==> config.mk <==
export PLATFORM = sky130hd
export DESIGN_NAME = laser_scan_gap_finder_flat
export DESIGN_NICKNAME = d
export VERILOG_FILES = /design/src/sv/lsgf_pkg.sv /design/src/sv/lsgf_channels.sv /design/src/sv/lsgf_obj_mem.sv /design/src/sv/laser_scan_gap_finder.sv /design/src/flat_wrapper.sv
export VERILOG_INCLUDE_DIRS = /design/src /design/src/sv
export SDC_FILE = /design/constraint.sdc
export NUM_CORES = 2
export LEC_CHECK = 0
export BUFFER_PORTS_ARGS = -buffer_cell sky130_fd_sc_hd__buf_2
export CORE_UTILIZATION = 35
export DETAILED_ROUTE_END_ITERATION = 16
export GPL_ROUTABILITY_DRIVEN = 0
export GPL_TIMING_DRIVEN = 1
export PLACE_DENSITY_LB_ADDON = 0.15
export REMOVE_ABC_BUFFERS = 1
export SYNTH_ARGS = -nofsm -noshare
export SYNTH_HDL_FRONTEND = slang
export SYNTH_SLANG_ARGS = --single-unit
==> constraint.sdc <==
create_clock -name clk_i -period 10.2 [get_ports clk_i]
set_clock_uncertainty 0.05 [all_clocks]
set_input_delay 1.02 -clock clk_i [delete_from_list [all_inputs] [get_ports clk_i]]
set_output_delay 1.02 -clock clk_i [all_outputs]
set_load 0.02 [all_outputs]
==> src/sv/laser_scan_gap_finder_defines.svh <==
// assertion macros for the laser scan gap finder
`ifndef LASER_SCAN_GAP_FINDER_DEFINES_SVH
`define LASER_SCAN_GAP_FINDER_DEFINES_SVH

// checked outside reset
`define LSGF_ASSERT(lbl, prop, msg) \
  lbl: assert property (@(posedge clk_i) disable iff (!rst_ni) (prop)) else $error(msg);

// checked at every edge, reset included
`define LSGF_ASSERT_ALWAYS(lbl, prop, msg) \
  lbl: assert property (@(posedge clk_i) (prop)) else $error(msg);

`endif

==> src/sv/lsgf_pkg.sv <==
// shared types and constants of the laser scan gap finder
`timescale 1ns / 1ps

package lsgf_pkg;

  localparam int MAX_SAMPLES = 1024;
  localparam int MAX_OBJECTS = 32;

  localparam int RANGE_W   = 17;
  localparam int INDEX_W   = $clog2(MAX_SAMPLES);
  localparam int SLOT_W    = $clog2(MAX_OBJECTS);
  localparam int COUNT_W   = $clog2(MAX_OBJECTS + 1);
  localparam int CFG_IDX_W = 2;
  localparam int CFG_W     = 17;

  typedef logic [RANGE_W-1:0] range_t;
  typedef logic [INDEX_W-1:0] index_t;
  typedef logic [SLOT_W-1:0]  slot_t;
  typedef logic [COUNT_W-1:0] count_t;

  // configuration register indexes
  localparam logic [CFG_IDX_W-1:0] CFG_JUMP_THRESHOLD = 2'd0;
  localparam logic [CFG_IDX_W-1:0] CFG_NO_RETURN      = 2'd1;
  localparam logic [CFG_IDX_W-1:0] CFG_WRAP_START     = 2'd2;
  localparam logic [CFG_IDX_W-1:0] CFG_WRAP_END       = 2'd3;

  localparam range_t RST_JUMP_THRESHOLD = 17'd100;
  localparam range_t RST_NO_RETURN      = 17'd100000;
  localparam logic [9:0] RST_WRAP_START = 10'd34;
  localparam logic [9:0] RST_WRAP_END   = 10'd711;

  typedef struct packed {
    index_t start_idx;
    range_t start_rng;
    index_t end_idx;
    range_t end_rng;
  } obj_entry_t;

  typedef struct packed {
    logic       we;
    slot_t      addr;
    obj_entry_t entry;
  } mem_wr_t;

  typedef struct packed {
    logic  en;
    slot_t addr_a;
    slot_t addr_b;
  } mem_rd_t;

endpackage

==> src/sv/lsgf_channels.sv <==
// handshake channels for scan samples and gap results
`timescale 1ns / 1ps

interface lsgf_sample_if import lsgf_pkg::*; ();
  logic   valid;
  logic   ready;
  range_t range_mm;
  logic   no_return;
  logic   last_sample;

  modport source (output valid, output range_mm, output no_return, output last_sample,
                  input ready);
  modport sink (input valid, input range_mm, input no_return, input last_sample,
                output ready);
endinterface

interface lsgf_gap_if import lsgf_pkg::*; ();
  logic       valid;
  logic       ready;
  logic [9:0] gap_start_index;
  range_t     gap_start_range_mm;
  logic [9:0] gap_end_index;
  range_t     gap_end_range_mm;
  logic       no_objects;
  logic       table_overflow;
  logic       last_gap;

  modport source (output valid, output gap_start_index, output gap_start_range_mm,
                  output gap_end_index, output gap_end_range_mm, output no_objects,
                  output table_overflow, output last_gap, input ready);
  modport sink (input valid, input gap_start_index, input gap_start_range_mm,
                input gap_end_index, input gap_end_range_mm, input no_objects,
                input table_overflow, input last_gap, output ready);
endinterface

==> src/sv/lsgf_obj_mem.sv <==
// object table memory, one write port and two registered read ports
`timescale 1ns / 1ps

module lsgf_obj_mem import lsgf_pkg::*; (
  input  logic       clk_i,
  input  mem_wr_t    wr_i,
  input  mem_rd_t    rd_i,
  output obj_entry_t rd_a_o,
  output obj_entry_t rd_b_o
);

  obj_entry_t mem_q [MAX_OBJECTS];
  obj_entry_t rd_a_q;
  obj_entry_t rd_b_q;

  always_ff @(posedge clk_i) begin
    if (wr_i.we) begin
      mem_q[wr_i.addr] <= wr_i.entry;
    end
  end

  always_ff @(posedge clk_i) begin
    if (rd_i.en) begin
      rd_a_q <= mem_q[rd_i.addr_a];
      rd_b_q <= mem_q[rd_i.addr_b];
    end
  end

  assign rd_a_o = rd_a_q;
  assign rd_b_o = rd_b_q;

endmodule

==> src/sv/laser_scan_gap_finder.sv <==
// laser scan gap finder: jump segmentation, object table and gap output
// non-final samples are taken one sample per cycle; input is held off outside the run state
// on the final sample: a close state ends the last run, then each gap takes an emit
//   state (table read) and a load state (output load), and waits while the output is stalled
// throughput is set by the single output register and the registered table read
// reset clears all control state and loads the register defaults; the table is not cleared
`timescale 1ns / 1ps
`include "laser_scan_gap_finder_defines.svh"

module laser_scan_gap_finder import lsgf_pkg::*; (
  input  logic                 clk_i,
  input  logic                 rst_ni,
  input  logic                 cfg_we_i,
  input  logic [CFG_IDX_W-1:0] cfg_idx_i,
  input  logic [CFG_W-1:0]     cfg_data_i,
  lsgf_sample_if.sink          sample_i,
  lsgf_gap_if.source           gap_o
);

  typedef enum logic [1:0] {
    S_RUN,
    S_CLOSE,
    S_EMIT,
    S_LOAD
  } state_e;

  state_e     state_q, state_d;
  range_t     thr_q, thr_d;
  range_t     nr_q, nr_d;
  logic [9:0] wst_q, wst_d;
  logic [9:0] wen_q, wen_d;

  index_t     cnt_q, cnt_d;
  range_t     prev_q, prev_d;
  index_t     rs_idx_q, rs_idx_d;
  range_t     rs_rng_q, rs_rng_d;
  logic       rhr_q, rhr_d;
  count_t     obj_cnt_q, obj_cnt_d;
  logic       ovf_q, ovf_d;
  index_t     last_idx_q, last_idx_d;
  index_t     first_start_q, first_start_d;
  index_t     first_end_idx_q, first_end_idx_d;
  range_t     first_end_rng_q, first_end_rng_d;
  index_t     last_end_q, last_end_d;

  count_t     em_n_q, em_n_d;
  count_t     em_k_q, em_k_d;
  logic       em_base_q, em_base_d;
  logic       em_ovf_q, em_ovf_d;
  logic       em_merge_q, em_merge_d;
  logic       sub_q, sub_d;

  logic       out_valid_q, out_valid_d;
  obj_entry_t out_q, out_d;
  logic       out_noobj_q, out_noobj_d;
  logic       out_ovf_q, out_ovf_d;
  logic       out_last_q, out_last_d;

  mem_wr_t    mem_wr;
  mem_rd_t    mem_rd;
  obj_entry_t rd_a;
  obj_entry_t rd_b;

  logic       acc;
  range_t     value;
  range_t     diff;
  logic       jump;
  logic       close_en;
  logic       do_close;
  logic       room;
  index_t     close_idx;
  count_t     n_after;
  index_t     last_end_now;
  logic       merged;
  count_t     k_next;
  count_t     addr_a;
  count_t     addr_b;

  lsgf_obj_mem u_obj_mem (
    .clk_i  (clk_i),
    .wr_i   (mem_wr),
    .rd_i   (mem_rd),
    .rd_a_o (rd_a),
    .rd_b_o (rd_b)
  );

  assign sample_i.ready = (state_q == S_RUN);
  assign acc            = sample_i.valid && sample_i.ready;

  assign value = sample_i.no_return ? nr_q : sample_i.range_mm;
  assign diff  = (value >= prev_q) ? (value - prev_q) : (prev_q - value);
  assign jump  = (cnt_q != '0) && (diff >= thr_q);

  assign close_en  = ((state_q == S_RUN) && acc && jump) || (state_q == S_CLOSE);
  assign close_idx = (state_q == S_CLOSE) ? last_idx_q : (cnt_q - 1'b1);
  assign do_close  = close_en && rhr_q;
  assign room      = (obj_cnt_q < COUNT_W'(MAX_OBJECTS));

  assign mem_wr.we    = do_close && room;
  assign mem_wr.addr  = obj_cnt_q[SLOT_W-1:0];
  assign mem_wr.entry = '{rs_idx_q, rs_rng_q, close_idx, prev_q};

  assign n_after      = obj_cnt_q + COUNT_W'(mem_wr.we);
  assign last_end_now = mem_wr.we ? last_idx_q : last_end_q;
  assign merged       = (n_after >= COUNT_W'(2)) && (first_start_q <= wst_q)
                        && (last_end_now >= wen_q);

  assign k_next = em_k_q + 1'b1;
  assign addr_a = em_k_q + COUNT_W'(em_base_q);
  assign addr_b = (k_next == em_n_q) ? COUNT_W'(em_base_q) : (k_next + COUNT_W'(em_base_q));

  assign mem_rd.en     = (state_q == S_EMIT) && (!out_valid_q || gap_o.ready)
                         && (em_n_q != '0);
  assign mem_rd.addr_a = addr_a[SLOT_W-1:0];
  assign mem_rd.addr_b = addr_b[SLOT_W-1:0];

  always_comb begin
    state_d         = state_q;
    thr_d           = thr_q;
    nr_d            = nr_q;
    wst_d           = wst_q;
    wen_d           = wen_q;
    cnt_d           = cnt_q;
    prev_d          = prev_q;
    rs_idx_d        = rs_idx_q;
    rs_rng_d        = rs_rng_q;
    rhr_d           = rhr_q;
    obj_cnt_d       = obj_cnt_q;
    ovf_d           = ovf_q;
    last_idx_d      = last_idx_q;
    first_start_d   = first_start_q;
    first_end_idx_d = first_end_idx_q;
    first_end_rng_d = first_end_rng_q;
    last_end_d      = last_end_q;
    em_n_d          = em_n_q;
    em_k_d          = em_k_q;
    em_base_d       = em_base_q;
    em_ovf_d        = em_ovf_q;
    em_merge_d      = em_merge_q;
    sub_d           = sub_q;
    out_valid_d     = out_valid_q && !gap_o.ready;
    out_d           = out_q;
    out_noobj_d     = out_noobj_q;
    out_ovf_d       = out_ovf_q;
    out_last_d      = out_last_q;

    if (cfg_we_i) begin
      unique case (cfg_idx_i)
        CFG_JUMP_THRESHOLD: thr_d = cfg_data_i;
        CFG_NO_RETURN:      nr_d  = cfg_data_i;
        CFG_WRAP_START:     wst_d = cfg_data_i[9:0];
        CFG_WRAP_END:       wen_d = cfg_data_i[9:0];
        default:            thr_d = thr_q;
      endcase
    end

    // table bookkeeping for a closed object run
    if (do_close) begin
      if (room) begin
        obj_cnt_d  = obj_cnt_q + 1'b1;
        last_end_d = close_idx;
        if (obj_cnt_q == '0) begin
          first_start_d   = rs_idx_q;
          first_end_idx_d = close_idx;
          first_end_rng_d = prev_q;
        end
      end else begin
        ovf_d = 1'b1;
      end
    end

    unique case (state_q)
      S_RUN: begin
        if (acc) begin
          if (cnt_q == '0) begin
            rs_idx_d = '0;
            rs_rng_d = value;
            rhr_d    = (value < nr_q);
          end else if (jump) begin
            rs_idx_d = cnt_q;
            rs_rng_d = value;
            rhr_d    = (value < nr_q);
          end else if (value < nr_q) begin
            rhr_d = 1'b1;
          end
          prev_d = value;
          if (cnt_q != INDEX_W'(MAX_SAMPLES - 1)) begin
            cnt_d = cnt_q + 1'b1;
          end
          if (sample_i.last_sample) begin
            last_idx_d = cnt_q;
            state_d    = S_CLOSE;
          end
        end
      end
      S_CLOSE: begin
        em_n_d     = n_after - COUNT_W'(merged);
        em_base_d  = merged;
        em_merge_d = merged;
        em_ovf_d   = ovf_q || (do_close && !room);
        em_k_d     = '0;
        cnt_d      = '0;
        obj_cnt_d  = '0;
        ovf_d      = 1'b0;
        rhr_d      = 1'b0;
        state_d    = S_EMIT;
      end
      S_EMIT: begin
        if (!out_valid_q || gap_o.ready) begin
          sub_d     = em_merge_q && (k_next == em_n_q);
          state_d   = S_LOAD;
        end
      end
      S_LOAD: begin
        out_valid_d = 1'b1;
        out_ovf_d   = em_ovf_q;
        if (em_n_q == '0) begin
          out_d       = '0;
          out_noobj_d = 1'b1;
          out_last_d  = 1'b1;
          state_d     = S_RUN;
        end else begin
          // merged wrap object takes the end of the first object
          out_d.end_idx   = sub_q ? first_end_idx_q : rd_a.end_idx;
          out_d.end_rng   = sub_q ? first_end_rng_q : rd_a.end_rng;
          out_d.start_idx = rd_b.start_idx;
          out_d.start_rng = rd_b.start_rng;
          out_noobj_d     = 1'b0;
          out_last_d      = (k_next == em_n_q);
          em_k_d          = k_next;
          state_d         = (k_next == em_n_q) ? S_RUN : S_EMIT;
        end
      end
      default: state_d = S_RUN;
    endcase
  end

  always_ff @(posedge clk_i or negedge rst_ni) begin
    if (!rst_ni) begin
      state_q         <= S_RUN;
      thr_q           <= RST_JUMP_THRESHOLD;
      nr_q            <= RST_NO_RETURN;
      wst_q           <= RST_WRAP_START;
      wen_q           <= RST_WRAP_END;
      cnt_q           <= '0;
      prev_q          <= '0;
      rs_idx_q        <= '0;
      rs_rng_q        <= '0;
      rhr_q           <= 1'b0;
      obj_cnt_q       <= '0;
      ovf_q           <= 1'b0;
      last_idx_q      <= '0;
      first_start_q   <= '0;
      first_end_idx_q <= '0;
      first_end_rng_q <= '0;
      last_end_q      <= '0;
      em_n_q          <= '0;
      em_k_q          <= '0;
      em_base_q       <= 1'b0;
      em_ovf_q        <= 1'b0;
      em_merge_q      <= 1'b0;
      sub_q           <= 1'b0;
      out_valid_q     <= 1'b0;
    end else begin
      state_q         <= state_d;
      thr_q           <= thr_d;
      nr_q            <= nr_d;
      wst_q           <= wst_d;
      wen_q           <= wen_d;
      cnt_q           <= cnt_d;
      prev_q          <= prev_d;
      rs_idx_q        <= rs_idx_d;
      rs_rng_q        <= rs_rng_d;
      rhr_q           <= rhr_d;
      obj_cnt_q       <= obj_cnt_d;
      ovf_q           <= ovf_d;
      last_idx_q      <= last_idx_d;
      first_start_q   <= first_start_d;
      first_end_idx_q <= first_end_idx_d;
      first_end_rng_q <= first_end_rng_d;
      last_end_q      <= last_end_d;
      em_n_q          <= em_n_d;
      em_k_q          <= em_k_d;
      em_base_q       <= em_base_d;
      em_ovf_q        <= em_ovf_d;
      em_merge_q      <= em_merge_d;
      sub_q           <= sub_d;
      out_valid_q     <= out_valid_d;
    end
  end

  always_ff @(posedge clk_i) begin
    out_q       <= out_d;
    out_noobj_q <= out_noobj_d;
    out_ovf_q   <= out_ovf_d;
    out_last_q  <= out_last_d;
  end

  assign gap_o.valid              = out_valid_q;
  assign gap_o.gap_start_index    = out_q.end_idx[9:0];
  assign gap_o.gap_start_range_mm = out_q.end_rng;
  assign gap_o.gap_end_index      = out_q.start_idx[9:0];
  assign gap_o.gap_end_range_mm   = out_q.start_rng;
  assign gap_o.no_objects         = out_noobj_q;
  assign gap_o.table_overflow     = out_ovf_q;
  assign gap_o.last_gap           = out_last_q;

  `LSGF_ASSERT(a_obj_cnt_bound, obj_cnt_q <= COUNT_W'(MAX_OBJECTS), "object count past table")
  `LSGF_ASSERT(a_last_closes, (acc && sample_i.last_sample) |=> (state_q == S_CLOSE), "final run not closed")
  `LSGF_ASSERT(a_no_wr_emit, (state_q == S_EMIT || state_q == S_LOAD) |-> !mem_wr.we, "table write during output")
  `LSGF_ASSERT(a_noobj_last, (gap_o.valid && gap_o.no_objects) |-> gap_o.last_gap, "empty scan word not final")
  `LSGF_ASSERT(a_emit_in_range, (state_q == S_LOAD && em_n_q != '0) |-> (em_k_q < em_n_q), "gap index past count")

endmodule

==> src/flat_wrapper.sv <==
// flat-port wrapper written by rule: the top's interface ports become plain ports
module laser_scan_gap_finder_flat import lsgf_pkg::*;
  (clk_i, rst_ni, cfg_we_i, cfg_idx_i, cfg_data_i, sample_i_valid, sample_i_range_mm, sample_i_no_return, sample_i_last_sample, sample_i_ready, gap_o_valid, gap_o_gap_start_index, gap_o_gap_start_range_mm, gap_o_gap_end_index, gap_o_gap_end_range_mm, gap_o_no_objects, gap_o_table_overflow, gap_o_last_gap, gap_o_ready);
  lsgf_sample_if sample_i_i ();
  lsgf_gap_if gap_o_i ();
  input  logic clk_i;
  input  logic rst_ni;
  input  logic cfg_we_i;
  input  logic [CFG_IDX_W-1:0] cfg_idx_i;
  input  logic [CFG_W-1:0] cfg_data_i;
  input wire logic [$bits(sample_i_i.valid)-1:0] sample_i_valid;
  input wire logic [$bits(sample_i_i.range_mm)-1:0] sample_i_range_mm;
  input wire logic [$bits(sample_i_i.no_return)-1:0] sample_i_no_return;
  input wire logic [$bits(sample_i_i.last_sample)-1:0] sample_i_last_sample;
  output wire logic [$bits(sample_i_i.ready)-1:0] sample_i_ready;
  output wire logic [$bits(gap_o_i.valid)-1:0] gap_o_valid;
  output wire logic [$bits(gap_o_i.gap_start_index)-1:0] gap_o_gap_start_index;
  output wire logic [$bits(gap_o_i.gap_start_range_mm)-1:0] gap_o_gap_start_range_mm;
  output wire logic [$bits(gap_o_i.gap_end_index)-1:0] gap_o_gap_end_index;
  output wire logic [$bits(gap_o_i.gap_end_range_mm)-1:0] gap_o_gap_end_range_mm;
  output wire logic [$bits(gap_o_i.no_objects)-1:0] gap_o_no_objects;
  output wire logic [$bits(gap_o_i.table_overflow)-1:0] gap_o_table_overflow;
  output wire logic [$bits(gap_o_i.last_gap)-1:0] gap_o_last_gap;
  input wire logic [$bits(gap_o_i.ready)-1:0] gap_o_ready;
  assign sample_i_i.valid = sample_i_valid;
  assign sample_i_i.range_mm = sample_i_range_mm;
  assign sample_i_i.no_return = sample_i_no_return;
  assign sample_i_i.last_sample = sample_i_last_sample;
  assign sample_i_ready = sample_i_i.ready;
  assign gap_o_valid = gap_o_i.valid;
  assign gap_o_gap_start_index = gap_o_i.gap_start_index;
  assign gap_o_gap_start_range_mm = gap_o_i.gap_start_range_mm;
  assign gap_o_gap_end_index = gap_o_i.gap_end_index;
  assign gap_o_gap_end_range_mm = gap_o_i.gap_end_range_mm;
  assign gap_o_no_objects = gap_o_i.no_objects;
  assign gap_o_table_overflow = gap_o_i.table_overflow;
  assign gap_o_last_gap = gap_o_i.last_gap;
  assign gap_o_i.ready = gap_o_ready;
  laser_scan_gap_finder u_core (.clk_i(clk_i), .rst_ni(rst_ni), .cfg_we_i(cfg_we_i), .cfg_idx_i(cfg_idx_i), .cfg_data_i(cfg_data_i), .sample_i(sample_i_i), .gap_o(gap_o_i));
endmodule
---- Yosys cells after proc, flatten, opt, wreduce, memory -nomap -nowiden ----
Memory sizes are Yosys's and may differ from the RTL's. A register that Yosys moved wholly into a read port is not among the register bits.
Cells that the tools add are included.
storage, ports and cells
  register bits ........................... 248
  RAM bits ................................ 1728
  output and inout port bits .............. 59
  word-level logic and storage cells ...... 147
  memories ................................ 1
memory list
  name                    words  width  rd ports  clocked after memory_dff  wr ports  line                source
  u_core.u_obj_mem.mem_q  32     54     2         2                         1         lsgf_obj_mem.sv:12  obj_entry_t mem_q [MAX_OBJECTS];
operators by class
  add/subtract/negate cells ............... 10
  $lt $le $gt $ge ......................... 7
  eq/ne operators ......................... 15
  multiplexer cells ....................... 37
  reductions and logical operators ........ 47
operators with widths
  operator               number
  $mux 17                5
  $mux 10                7
  $ge 17x17->1           2
  $sub 17x17->17         2
  $mux 6                 4
  $pmux 10 s2            1
  $reduce_and 2->1       10
  $reduce_and 3->1       6
  $lt 17x17->1           1
  $logic_and 1x1->1      13
  $add 6x1->6 const B    2
  $logic_not 6->1        2
  $ne 2x2->1 const B     6
  $pmux 6 s2             1
  $mux 1                 11
  $add 10x1->10 const B  1
  $add 5x1->5            2
  $ge 10x10->1           1
  $le 10x10->1           1
  $logic_not 10->1       1
  $mux 2                 5
  $ne 10x10->1 const B   1
  $reduce_bool 10->1     1
  $reduce_bool 2->1      5
  16 further kinds       25

---- Longest topological paths before layout ----
  word-level depth ........................ 14
  gate-level depth with buffers ........... 42

---- Cells and area by module ----
Synthesis repeated with hierarchy kept, for this count alone.
unflattened totals
  cell total of the unflattened synthesis .. 7134
  area total of the unflattened synthesis .. 99265.2 um^2
modules (own cells, without submodules)
  module                 instances  cells each  area an instance (um^2)
  lsgf_obj_mem           1          5782        85564.6
  laser_scan_gap_finder  1          1352        13700.6

---- Worst setup path before layout ----
Ideal clock, no wire load.
  path type ............................... input to register
  from .................................... in sample_i_no_return
  to ...................................... reg u_core.em_n_q[4]
  library setup time ...................... 0.135 ns
  arrival ................................. 8.605 ns
  required time ........................... 10.015 ns
  setup slack ............................. 1.410 ns
  stages on the path ...................... 39
  path buffers ............................ 5
  cell sequence ........................... clkbuf_1 > buf_1 > mux2i_1 > ha_1 > buf_2 > nand2_1 > nor3_1 > o311ai_0 > o211ai_1 > a21boi_0 > a31oi_1 > buf_2 > mux2_2 > ha_1 > nor2b_1 > o21a_1 > o21a_1 > o21a_1 > [... 3 more ...] > o21ai_1 > buf_2 > mux2_2 > ha_1 > a21o_1 > a21o_1 > a211oi_1 > o21bai_1 > a211oi_1 > o21ai_0 > o211a_1 > ha_1 > ha_1 > nand2_1 > o21ai_0 > a32oi_1 > xnor2_1 > o21ai_0
on the way
  longest elaborated chain between the ends .. 14
  elaborated cells between the ends (all ways) .. 18
RTL lines
  what                                            line                          source
  start, declared                                 flat_wrapper.sv:13            input wire logic [$bits(sample_i_i.no_return)-1:0] sample_i_no_return;
  $mux 17 *                                       laser_scan_gap_finder.sv:90   assign value = sample_i.no_return ? nr_q : sample_i.range_mm;
  $sub 17x17->17 or $ge 17x17->1 (tied branches)  laser_scan_gap_finder.sv:91   assign diff = (value >= prev_q) ? (value - prev_q) : (prev_q - value);
  $mux 17 *                                       laser_scan_gap_finder.sv:91
  $ge 17x17->1 *                                  laser_scan_gap_finder.sv:92   assign jump = (cnt_q != '0) && (diff >= thr_q);
  $logic_and 1x1->1 *                             laser_scan_gap_finder.sv:92
  $logic_and 1x1->1 *                             laser_scan_gap_finder.sv:94   assign close_en = ((state_q == S_RUN) && acc && jump) || (state_q == S_CLOSE);
  $logic_or 1x1->1 *                              laser_scan_gap_finder.sv:94
  $logic_and 1x1->1 *                             laser_scan_gap_finder.sv:96   assign do_close = close_en && rhr_q;
  $logic_and 1x1->1 *                             laser_scan_gap_finder.sv:99   assign mem_wr.we = do_close && room;
  $add 6x1->6                                     laser_scan_gap_finder.sv:103  assign n_after = obj_cnt_q + COUNT_W'(mem_wr.we);
  $ge 6x2->1                                      laser_scan_gap_finder.sv:105  assign merged = (n_after >= COUNT_W'(2)) && (first_start_q <= wst_q)
  $logic_and 1x1->1                               laser_scan_gap_finder.sv:105
  $logic_and 1x1->1 *                             laser_scan_gap_finder.sv:106  && (last_end_now >= wen_q);
  named net u_core.merged                         laser_scan_gap_finder.sv:74   logic merged;
  $sub 6x1->6 *                                   laser_scan_gap_finder.sv:197  em_n_d = n_after - COUNT_W'(merged);
  end signal, assigned                            laser_scan_gap_finder.sv:282  em_n_q <= em_n_d;
  end, declared                                   laser_scan_gap_finder.sv:46   count_t em_n_q, em_n_d;
The timed path passes the listed nets; every way through them passes the cells marked *.
A chain may end at the register's enable or synchronous reset.

---- Worst setup path after layout ----
Same ends and word-level chain as after synthesis.

==> results by group <==
Clocking
  • Root Driver: clkbuf_16
  • CTS max path bufs: 3
  • Sink Count: 2030
  • CTS tree: done
  • Worst-path clk slew: 60 ps
  • H-tree depth: 4
  • Clock Latency Late Sink: 900 ps
  • Num CTS Buffers: 215

Placement
  • Pre-CTS setup slack: -68.82 ps
  • Post-DP HPWL: 138.6 mm
  • Placed insts: 7598
  • # port buffers: 101

Setup path
  • Worst setup EP type: flip-flop
  • Slowest-stage cell, CP: a31oi_2
  • CP dominant cell by count: ha_1
  • Crit-path max FO: 20
  • Slowest stage delay, CP: 550 ps
  • CP Class: input pin to flip-flop
  • CP startpoint kind: input pin
  • Crit path DAT: 10090 ps
  • WP data required: 10870 ps

Detailed routing
  • Average wire per standard cell: 31.72 um
  • Post-route ant nets: 0
  • DRC: 0
  • Drt pass-1 iters: 6
  • Initial DRC Count: 4570
  • Routed via count: 44410
  • Average vias per placed instance: 5.546
  • DRT Wirelength: 254.0 mm

Die
  • Die area: 235700 um^2
  • Die height: 485.5 um
  • Io pins: 102
  • Width of the die: 485.5 um
  • Number of core rows: 177
  • Core ar.: 232500 um^2
  • Starting Density: 35.18%

Power
  • VDD IR max: 0.3529 mV
  • P per Cell Area: 319.4 nW/um^2
  • Leak pwr: 31.49 nW

STA
  • Setup violators final: 0
  • Fmax: 0.1061 GHz
  • Final period utilization: 92.40%
  • Fin. Hold Viols: 0
  • Slew Viols, Final: 0
  • RSZ-0062 raised after global routing: no
  • Actual slew at the worst max-slew pin: 1297 ps
  • Hold WS: 346.6 ps
  • Final critical-path required period: 9424 ps
  • Slew headroom: 13.54%
  • Setup ws final: 775.7 ps

Flow run
  • Max-cap violation count: 0

Global routing
  • Largest net degree at the start of global routing: 121
  • Number of global-route vias before repair: 44720
  • Remaining Overflow, GRT: 0
  • Global-route usage over all layers: 21.42%
  • First-pass GRT wire length: 353.5 mm
  • Antenna violations before repair: 27

Synth
  • Asr flop ratio synth: 9.409%
  • Mapped cell area: 81820 um^2
  • Most common flop cell mapped by yosys: edfxtp_1
  • Post-synth EDFFs: 1839
  • Most common library cells after synthesis: edfxtp_1 (1839), mux4_2 (278), mux2i_1 (277)
  • Library cells used by synthesis: 86
  • Seq/Total Area, Yosys: 73.36%
  • Mean post-synth cell area: 18.01 um^2
  • Top post-synthesis cells by area: edfxtp_1 (67%), mux4_2 (7.7%), dfrtp_1 (5.3%)
  • Cell count after synthesis: 4542
  • Yosys top cell area share: 67.50%
  • Most frequent cell after synthesis: edfxtp_1
  • Yosys reg bits: 2030
  • Cell taking the most area after synthesis: edfxtp_1
  • Yosys Warn Count: 0

Cells and area
  • Fin util: 40.41%
  • Final nets: 4919
  • Final Non-Filler Cells: 8007
  • Area Growth Syn to Fin: 14.86%
  • Layout cells sized above 1: 22.58%

Status
  • Status: finished, final reports clean

Worst hold path
  • Worst min-delay path class: input pin to flip-flop
metrics by stage:
stage	instance area (um^2)	TNS [ps]	total power, mW
after floorplan	80630	-424820	18.43
after global placement	87040	-87.98	22.49
after detailed placement	87040	-68.82	22.54
after CTS	93970	0	30.27
after global routing	93970	0	31.30
final	93980	0	30.02
cell families (layout without fill, tap and decap cells):
family	count (synthesis)	after routing	synth area share (%)
other cells	0	4	0
flops	2030	2030	73.36
compound gates	731	731	6.290
xor+xnor	51	51	0.5551
buf+inv	373	791	1.974
simple gates	556	556	3.213
mux	698	698	13.01
fa+ha+maj	103	103	1.594
final timing paths:
check	slack (ps)	start	endpoint	cells after the start
worst max-delay path	780	sample_i_no_return	u_core.em_n_q[4]	38
worst min-delay path	350	cfg_data_i[15]	u_core.thr_q[15]	3
worst max register to register	1030	u_core.nr_q[10]	u_core.em_n_q[4]	37
worst min register to register	430	u_core.em_ovf_q	u_core.gap_o.table_overflow	0
max in group asynchronous	7560	rst_ni	u_core.prev_q[10]	4
min in group asynchronous	580	rst_ni	u_core.first_end_idx_q[8]	2
cell usage in the layout (no fill, tap or decap), drive strengths merged, types with 28 or more instances in the layout:
master,synthesis,final
mux2i,277,277
o221ai,113,113
buf,124,272
and2,31,31
clkinv,2,97
clkbuf,135,278
mux2,143,143
inv,112,121
ha,101,101
nand2,155,155
a211oi,124,124
xnor2,28,28
o21ai,127,127
mux4,278,278
o22ai,75,75
dfrtp,174,174
nor3,39,39
nand3,49,49
a21oi,120,120
edfxtp,1839,1839
o211ai,53,53
nor2,188,188
cell type report:
| cell class | instances | area (um^2) |
|---|---|---|
| diodes | 4 | 10.01 |
| fillers | 20970 | 138600 |
| multi-input cells | 2139 | 20690 |
| clock buffers | 278 | 5747 |
| repair buffers | 273 | 2097 |
| well taps | 3043 | 3807 |
| clock inverters | 126 | 1170 |
| inverters | 114 | 432.9 |
| flip-flops and latches | 2030 | 60030 |
layer usage:
metal	GRT usage, %	vias up	share of wire (%)
met5	0	-	0
met4	5.137	0	2.2
met3	2.849	331	4.9
met2	35.54	1346	49
met1	29.77	23920	44
li1	-	18810	-
state kept, by name (all words and copies together), names as in the netlist, 10 cells and up:
signal	flops
u_core.cnt_q	10
u_core.first_end_idx_q	10
u_core.first_end_rng_q	17
u_core.first_start_q	10
u_core.gap_o.gap_end_index	10
u_core.gap_o.gap_end_range_mm	17
u_core.gap_o.gap_start_index	10
u_core.gap_o.gap_start_range_mm	17
u_core.last_end_q	10
u_core.last_idx_q	10
u_core.nr_q	17
u_core.prev_q	17
u_core.rs_idx_q	10
u_core.rs_rng_q	17
u_core.thr_q	17
u_core.u_obj_mem.mem_q	1728
u_core.u_obj_mem.rd_a_o	27
u_core.u_obj_mem.rd_b_o	27
u_core.wen_q	10
u_core.wst_q	10
power by group:
part / internal, mW / switching [mW] / total, mW
Combinational: 3.87 / 7.14 / 11.0
Clock: 4.32 / 3.39 / 7.71
Sequential: 10.8 / 0.541 / 11.3
Total: 18.9 / 11.1 / 30.0
critical path: cells and delay by family:
family,cells,cell delay [ps]
muxes,3,1090
buffers and inverters,3,1090
adders and majority gates,5,1420
and+or+nand+nor,5,950
AOI/OAI and AO/OA,20,4230
xor gates and xnor gates,2,290
repair_timing:
action	CTS	global route
endpoints found under the hold margin	5	0
resized for setup	0	0
hold buffers	1	0
setup buffers	0	0
Power figures use the tool's default switching activity.
